$ cat src/lrusa_ram.sv
// lrusa_ram: generic single write port ram with registered read
module lrusa_ram #(
	parameter int W = 64,
	parameter int D = 16
) (
	input  logic                              clk,
	input  logic                              we,
	input  logic [(D > 1 ? $clog2(D) : 1)-1:0] waddr,
	input  logic [W-1:0]                      wdata,
	input  logic [(D > 1 ? $clog2(D) : 1)-1:0] raddr,
	output logic [W-1:0]                      rdata
);
	logic [W-1:0] mem_q [D];

	always_ff @(posedge clk) begin
		if (we) begin
			mem_q[waddr] <= wdata;
		end
		rdata <= mem_q[raddr];
	end
endmodule

$ cat config.mk
export PLATFORM = sky130hd
export DESIGN_NAME = lrusa_ram
export DESIGN_NICKNAME = d
export VERILOG_FILES = /design/src/lrusa_ram.sv
export SDC_FILE = /design/constraint.sdc
export NUM_CORES = 1
export LEC_CHECK = 0
export ABC_CLOCK_PERIOD_IN_PS = 12000
export BUFFER_PORTS_ARGS = -buffer_cell sky130_fd_sc_hd__buf_2
export CORE_AREA = 2 2 326 328
export CTS_CLUSTER_SIZE = 12
export DETAILED_ROUTE_END_ITERATION = 7
export DIE_AREA = 0 0 328 330
export GPL_TIMING_DRIVEN = 0
export PLACE_DENSITY = 0.62
export SLEW_MARGIN = 25
export SYNTH_ARGS = -nofsm -noshare
export SYNTH_HDL_FRONTEND = slang
export SYNTH_SLANG_ARGS = --single-unit
export TNS_END_PERCENT = 30
$ cat constraint.sdc
create_clock -name clk -period 12 [get_ports clk]
set_input_delay 2.4 -clock clk [delete_from_list [all_inputs] [get_ports clk]]
set_output_delay 2.4 -clock clk [all_outputs]
set_load 0.02 [all_outputs]
==> reports/metrics.yaml <==
arrival_ns: 4.58
detail-route-antenna-nets: 0
initial_core_util_pct: 37.8
final_cell_mix: "edfxtp_1 (1024), mux4_2 (256), buf_2 (148)"
crit_required_ns: 12.36
fmax_ghz: 0.237
dr.first_iter.drc_count: 2064
cts_hold_buf: 0
synth-edff-count: 1024
hold_viol: 0
grt-ovfl-total: 0
slew_headroom_pct: 30.6
clkTransAtPathRegs_ns: 0.06
io_pins: 138
via_per_inst: 5.32
ir_drop_uv: 108
cts_setup_buffers: 0
maxSlewViolCount: 0
syn-num-nets: 1721
status: "completed"
ys_seq_elements: 1088
core_um2: 105000
cts_sinks: 1088
fin_crit_sh_pct: 35.1
cts_tree: "done"
dieArea_um2: 108000
htree_levels: 3
drc: 0
nets: 2059
yosys-top-cells-area: "edfxtp_1 (78%), mux4_2 (15%), dfxtp_1 (3.2%)"
die_x_um: 328
mostFrequentLayoutCell: "edfxtp_1"
clk_latency_ns: 0.67
cpMostUsedCell: "buf_4"
startpoint_type: "primary input"
hpwl_um: 59500
place_congestion: 0.697
cp_slowest_stage_delay_ns: 0.67
root_buffer: "clkbuf_16"
synthFlopType: "edfxtp_1"
first_pass_iters: 5
fin_skew_ns: 0.0158
slowest_stage: "nor3_2"
yosysWarnings: 0
cts_buffers: 109
crit_type: "primary input to flip-flop"
layout-drive-gt1-share_pct: 32.3
rsz0062_at_grt: "no"
ys_seq_area_share_pct: 80.9
via_count: 18400
yosysTopAreaCell: "edfxtp_1"
utilization_pct: 44.8
drt_wl_total_um: 91000
netlist_area_um2: 39600
crit_chain: "buf_2 -> nand3b_1 -> nor3_2 -> buf_6 -> buf_4 -> buf_6 -> buf_4 -> buf_4"
wire_per_inst_um: 26.3
fillerInstances: 8653
synth_cells: 1647
grt_first_pass_wirelength_um: 132000
first_global_vias: 19600
synthArstFlopShare_pct: 0
end_kind: "flip-flop"
power.density_nw_per_um2: 167
post_dp_cell_area_um2: 43700
critical_path.max_fanout: 8
synth_area_per_cell_um2: 24.0
leakage_nw: 15.1
areaGrowthSynthToFinish_pct: 18.6
finalInstanceArea_um2: 46900
tightest_slew_ns: 1.04
antenna_found_initial: 18
dp_cells: 3265
final_cells: 3460
hold_path.class: "flip-flop to flip-flop"
grt_use_total_pct: 16.8
cts.path.max_buffers: 3
row_count: 119
grt_start_max_net_pins: 19
min_period_ns: 4.22
power.total_mw: 7.82
synth_top_area_share_pct: 77.7
setup_violations: 0
drv_cap: 0
synth.distinct_cells: 18
cts_resized: 0
portBuffers: 135
die_h_um: 330
==> synthesized netlist by cell type (4+ instances only) <==
| library cell | count |
|---|---|
| buf_6 | 13 |
| nor2_1 | 13 |
| buf_2 | 13 |
| nand2_1 | 65 |
| mux4_2 | 256 |
| dfxtp_1 | 64 |
| buf_4 | 6 |
| a22oi_1 | 128 |
| edfxtp_1 | 1024 |
| nor3_1 | 4 |
| buf_1 | 16 |
| clkbuf_1 | 36 |
==> where the power goes <==
| group | leakage (nW) | internal [mW] | switching, mW | total [mW] |
|---|---|---|---|---|
| Combinational | 3.71 | 0.167 | 0.262 | 0.429 |
| Clock | 1.57 | 1.77 | 1.35 | 3.12 |
| Sequential | 9.79 | 4.25 | 0.0223 | 4.27 |
==> cells by family (layout without fill, tap and decap cells) <==
logic type | count (synthesis) | after routing | share of synthesized area (%)
multiplexers | 256 | 256 | 14.6
buffers and inverters | 84 | 502 | 1.14
AO/OA/AOI/OAI | 128 | 128 | 2.43
flip-flops | 1088 | 1088 | 80.9
AND/OR/NAND/NOR | 91 | 91 | 0.942
other | 0 | 4 | 0
==> per-stage QoR <==
| stage | setup WS (ns) | hold WS, ns | setup TNS, ns |
|---|---|---|---|
| after global placement | -1.47 | 0.657 | -284.29 |
| after detailed placement | 7.08 | 0.670 | 0 |
| final | 7.78 | 0.674 | 0 |
| after floorplan | 4.17 | 0.635 | 0 |
| after CTS | 7.80 | 0.681 | 0 |
| after global routing | 7.76 | 0.715 | 0 |
==> metal layers <==
layer  GRT usage (%)  vias up  part of all wire, %
li1                -     7756                    -
met3            4.07      168                  6.9
met1            22.4     9860                   41
met5               0        -                 0.18
met4            4.34       28                  2.0
met2            28.0      612                   50
==> path summary, 6_finish.rpt <==
| path | from | end | slack [ns] | cells after the start |
|---|---|---|---|---|
| setup reg to reg | mem_q[3][3] | rdata[3] | 10.48 | 3 |
| hold / removal | mem_q[13][54] | rdata[54] | 0.67 | 3 |
| hold reg to reg | mem_q[13][54] | rdata[54] | 0.67 | 3 |
| setup / recovery | waddr[3] | mem_q[4][59] | 7.78 | 8 |
==> area by class of cell <==
class | count | area, um2 | share of cell area (%)
multi-input cells | 475 | 7210 | 15.4
clock buffers | 165 | 3080 | 6.56
well taps | 1391 | 1740 | 3.71
diodes | 4 | 10.0 | 0.0213
flip-flops and latches | 1088 | 32000 | 68.2
repair buffers | 227 | 2270 | 4.83
plain buffers | 84 | 452 | 0.962
clock inverters | 26 | 149 | 0.317
==> sequential cells by signal, indices dropped and copies added, names as in the netlist <==
name	count
mem_q	1024
rdata	64
==> critical path: cells and delay by family <==
kind                   cells  cell delay, ns
buffers and inverters      6            1.10
AND/OR/NAND/NOR            2            1.05
Note: power is estimated with default switching activity, not from simulation.
