### config.mk
export PLATFORM = sky130hd
export DESIGN_NAME = lrusa_cell
export DESIGN_NICKNAME = d
export VERILOG_FILES = /design/src/lrusa_pkg.sv /design/src/lrusa_cell.sv
export SDC_FILE = /design/constraint.sdc
export NUM_CORES = 1
export LEC_CHECK = 0
export ABC_AREA = 1
export BUFFER_PORTS_ARGS = -buffer_cell sky130_fd_sc_hd__buf_2
export CORE_AREA = 2 2 115 117
export DETAILED_ROUTE_END_ITERATION = 6
export DIE_AREA = 0 0 117 119
export PLACE_DENSITY_LB_ADDON = 0.12
export SKIP_LAST_GASP = 1
export SLEW_MARGIN = 15
export SYNTH_ARGS = -nofsm -noshare
export SYNTH_HDL_FRONTEND = slang
export SYNTH_SLANG_ARGS = --single-unit
### constraint.sdc
create_clock -name clk -period 2.3 [get_ports clk]
set_clock_uncertainty 0.2 [all_clocks]
set_input_delay 0.575 -clock clk [delete_from_list [all_inputs] [get_ports clk]]
set_output_delay 0.575 -clock clk [all_outputs]
set_load 0.05 [all_outputs]
### src/lrusa_pkg.sv
// lrusa_pkg: shared types and constants for the lru slot allocator
package lrusa_pkg;

	localparam int KEY_W  = 64;
	localparam int SLOT_W = 6;
	localparam int POS_W  = 4;

	typedef enum logic [1:0] {
		ST_EMPTY,
		ST_TRANSFER,
		ST_OCCUPIED
	} slot_state_t;

	typedef enum logic [1:0] {
		MODE_REQUEST,
		MODE_COMPLETE,
		MODE_CANCEL,
		MODE_EVICT
	} mode_t;

	typedef enum logic [2:0] {
		OC_AVAILABLE,
		OC_TRANSFERRING,
		OC_START,
		OC_OVERFLOW,
		OC_DONE,
		OC_BAD_STATE
	} outcome_t;

	typedef enum logic [1:0] {
		OP_NONE,
		OP_NEWEST,
		OP_OLDEST,
		OP_STATE
	} cell_op_t;

	typedef struct packed {
		cell_op_t    op;
		logic        by_key;
		slot_state_t new_state;
	} cell_cmd_t;

	typedef struct packed {
		logic [1:0]       mode;
		logic [KEY_W-1:0] key;
		logic [SLOT_W-1:0] slot;
		logic             batch_last;
	} in_item_t;

	typedef struct packed {
		logic [POS_W-1:0]  position;
		outcome_t          outcome;
		logic [SLOT_W-1:0] slot_index;
		logic [KEY_W-1:0]  previous_key;
		logic              last;
	} out_item_t;

endpackage

### src/lrusa_cell.sv
// lrusa_cell: one lru position holding a slot id, its state and its key
module lrusa_cell import lrusa_pkg::*; #(
	parameter int SB        = 6,
	parameter int KW        = 64,
	parameter int INIT_SLOT = 0
) (
	input  logic        clk,
	input  logic        arst_n,
	input  cell_cmd_t   cmd,
	input  logic [KW-1:0] cmp_key,
	input  logic [SB-1:0] cmp_slot,
	input  logic [SB-1:0] up_slot,
	input  slot_state_t up_state,
	input  logic [KW-1:0] up_key,
	input  logic [SB-1:0] dn_slot,
	input  slot_state_t dn_state,
	input  logic [KW-1:0] dn_key,
	input  logic        below_in,
	input  logic        above_in,
	output logic [SB-1:0] slot_q,
	output slot_state_t state_q,
	output logic [KW-1:0] key_q,
	output logic        sel,
	output logic        below_out,
	output logic        above_out
);
	always_comb begin
		if (cmd.by_key) begin
			sel = (state_q != ST_EMPTY) && (key_q == cmp_key);
		end else begin
			sel = (slot_q == cmp_slot);
		end
	end

	assign below_out = below_in | sel;
	assign above_out = above_in | sel;

	always_ff @(posedge clk or negedge arst_n) begin
		if (!arst_n) begin
			slot_q  <= SB'(INIT_SLOT);
			state_q <= ST_EMPTY;
			key_q   <= '0;
		end else begin
			case (cmd.op)
				OP_NEWEST: begin
					if (below_out) begin
						slot_q  <= up_slot;
						state_q <= up_state;
						key_q   <= up_key;
					end
				end
				OP_OLDEST: begin
					if (above_out) begin
						slot_q  <= dn_slot;
						state_q <= dn_state;
						key_q   <= dn_key;
					end
				end
				OP_STATE: begin
					if (sel) begin
						state_q <= cmd.new_state;
					end
				end
				default: begin
				end
			endcase
		end
	end
endmodule

==> impl_metrics.yaml <==
run_status:
  status: "complete, but fails checks"
  violations: "negative setup slack"
cells_and_area:
  final_util_pct: 67.6
  layout-drive-gt1-share_pct: 43.7
  fillCellCount: 1165
  final_area_um2: 8700
  regArea_um2: 1890
  nets: 1443
  area_growth_pct: 60.1
  multi_input_area_um2: 3020
detailed_routing:
  top_layer_used: "met4"
  routed_wl_um: 19500
  firstDrtPassIters: 4
  num_vias: 6619
  wl_met1_um: 8140
  detail_route.wl_per_cell_um: 13.9
  ant_nets: 0
  drt_iter0_drc: 286
  wl_met3_um: 1260
  drc_errors: 0
  met2RoutedLength_um: 9500
  routed_via_density: 4.73
power:
  p_leak_uw: 0.00512
  p_clk_share_pct: 22.6
  seqPwrFrac_pct: 30.0
  pwr-share-comb_pct: 47.4
  switching_share_pct: 41.3
  p_per_area_nw_per_um2: 658
  worst_ir_drop_vdd_v: 0.000412
  intPower_uw: 3370
  p_sw_uw: 2360
min_path:
  hold_start: "slot_q[0]"
  holdCritPathClass: "reg2reg"
timing:
  drv_slew: 0
  worst_pin_slew_ns: 0.416
  period_minus_slack_ns: 2.62
  fmax_ghz: 0.382
  hold_viol: 0
  finalSetupViolations: 75
  period_share_pct: 114
  rsz0062_at_grt: "yes"
  worst_slack_ns: -0.321
  relSlewSlack_pct: 72.2
clock_network:
  insertion_delay_ns: 0.33
  cts_root_buf: "clkbuf_16"
  path_clk_slew_ns: 0.05
  cts_tree: "built"
  cts_buffers: 9
  h-tree-depth: 3
  clock-sinks: 72
  clk_path_buf_depth: 2
synthesis:
  yosysMostFrequentCell: "nand2_1"
  ys_ff_latch: 72
  syn_area_um2: 5440
  synth_top_area_share_pct: 33.1
  syn_avg_cell_area_um2: 6.46
  synth-async-reset-ratio_pct: 100
  yosys-top-cells-area: "dfrtp_1 (33%), nand2_1 (33%), nand4_1 (8.9%)"
  ys_seq_area_share_pct: 33.1
  syn_nets: 1065
  syn_inst: 842
  synth_ff_type: "dfrtp_1"
  yosys-top-cells-count: "nand2_1 (471), nand4_1 (77), inv_1 (75)"
  synth_edf_count: 0
  ys_types: 24
  synth_top_area_cell: "dfrtp_1"
  ys.warnings.count: 0
floorplan:
  die_x_um: 117
  dieArea_um2: 13900
  core-area_um2: 12900
  row_count: 42
  die_h_um: 119
  initial_utilization_pct: 42.2
  pin_count: 298
worst_setup_path:
  crit_path_cell_trace: "xnor2_1 -> nand2_1 -> nor2_1 -> nand2_1 -> nor2_2 -> nand3_4 -> nand2_8 -> inv_8 -> nand2_8 -> buf_12"
  reg2reg_from: "key_q[47]"
  cp_slowest_cell: "dfrtp_2"
  critPathMaxFanout: 3
  critPathKind: "reg2out"
  cp.arrival_ns: 1.85
  worst_setup_path_start_kind: "flip-flop"
  end_kind: "primary output"
  path_delay_family: "simple AND/OR/NAND/NOR gates"
  cp_num_buf_inv: 2
  cpPeakStageDelay_ns: 0.42
  critPathRequiredTime_ns: 1.52
  crit_start: "key_q[47]"
placement:
  io_buffers: 297
  place_congestion: 0.835
  post_dp_cell_area_um2: 7560
  dp_hpwl_um: 13400
grt:
  grt_max_degree: 71
  grt_pass1_wl_um: 30200
  grtUsageTotal_pct: 27.9
  grt_overflow: 0
  antenna_found_initial: 1
  grt_pass1_vias: 6357
flow_run:
  drv_cap: 0
==> state kept, by name (all words and copies together) (netlist names) <==
register	flops
key_q	64
state_q	2
slot_q	6
==> cell families after synthesis <==
kind of cell	synth area share (%)
flip-flops	33.1
AO/OA/AOI/OAI	0.368
AND/OR/NAND/NOR	48.0
buffers and inverters	13.6
XOR/XNOR	4.83
==> power by group through the flow <==
| stage | logic (µW) | clock network [µW] | registers [µW] |
|---|---|---|---|
| after global placement | 2470 | 0 | 1730 |
| after floorplan | 785 | 0 | 2540 |
| after detailed placement | 2490 | 0 | 1730 |
| after CTS | 2660 | 1320 | 1720 |
| final | 2710 | 1300 | 1720 |
| after global routing | 2940 | 1380 | 1750 |
==> layout by cell type (no fill, tap or decap) <==
master,n
nand3_1,7
nand3_2,1
or2_0,1
nor2_4,4
dlygate4sd3_1,1
inv_1,72
buf_6,11
bufbuf_16,6
clkbuf_1,2
clkbuf_16,12
nand4_4,2
or2_1,4
or2_2,1
nand2_8,3
buf_16,8
xnor2_1,21
xnor2_2,1
nor2_1,36
dfrtp_2,72
o211ai_1,2
buf_2,293
buf_4,71
buf_12,19
inv_2,3
nand3_4,2
xor2_1,8
nor2_2,10
diode_2,1
clkbuf_8,3
inv_8,1
nand4_1,77
nand2_1,457
o21ai_0,1
nand2_2,11
==> stage by stage <==
step                      hold slack (ns)  total power, µW  instances  setup WS (ns)  TNS (ns)
after floorplan                    0.0794             3320        842        -0.0857    -0.160
after global placement              0.287             4200       1344         -0.473    -24.55
after detailed placement            0.295             4220       1344         -0.503    -26.64
after CTS                           0.307             5700       1391         -0.380    -16.72
after global routing                0.326             6080       1400         -0.428    -23.93
final                               0.313             5730       1400         -0.321    -14.12
==> worst min-delay path, cell delays in order, from the launching register on <==
cell and delay [ns]:
dfrtp_2 0.38, nand2_1 0.05, nand2_1 0.05
==> cell type report <==
| cell class | count | area share [%] |
|---|---|---|
| Tap cell | 176 | 2.53 |
| Sequential cell | 72 | 21.7 |
| Timing Repair Buffer | 412 | 34.5 |
| Inverter | 76 | 3.36 |
| Multi-Input combinational cell | 649 | 34.7 |
| Clock buffer | 14 | 3.15 |
| Antenna cell | 1 | 0.0287 |
==> final timing paths <==
check	to	slack, ns	depth (start not counted)
max	above_out	-0.32	10
min reg2reg	slot_q[0]	0.31	2
max reg2reg	key_q[23]	-0.22	14
max in group asynchronous	slot_q[3]	0.78	3
min	slot_q[0]	0.31	2
min in group asynchronous	key_q[35]	0.52	2
==> layer usage <==
metal | global-route usage, % | vias up
met3 | 5.19 | 39
met1 | 34.6 | 2977
li1 | - | 3369
met4 | 10.0 | 0
met2 | 47.8 | 234
met5 | 0 | -
==> timing repair <==
item                                    4_1_cts  5_1_grt
setup buffers                                20        5
gates resized for setup                      28       24
pin swaps                                    10       25
endpoints found under the hold margin        29        0
hold buffers                                  1        0
endpoints found under the setup margin       73       75
cloned                                       13        3
Note: power is estimated with default switching activity, not from simulation.
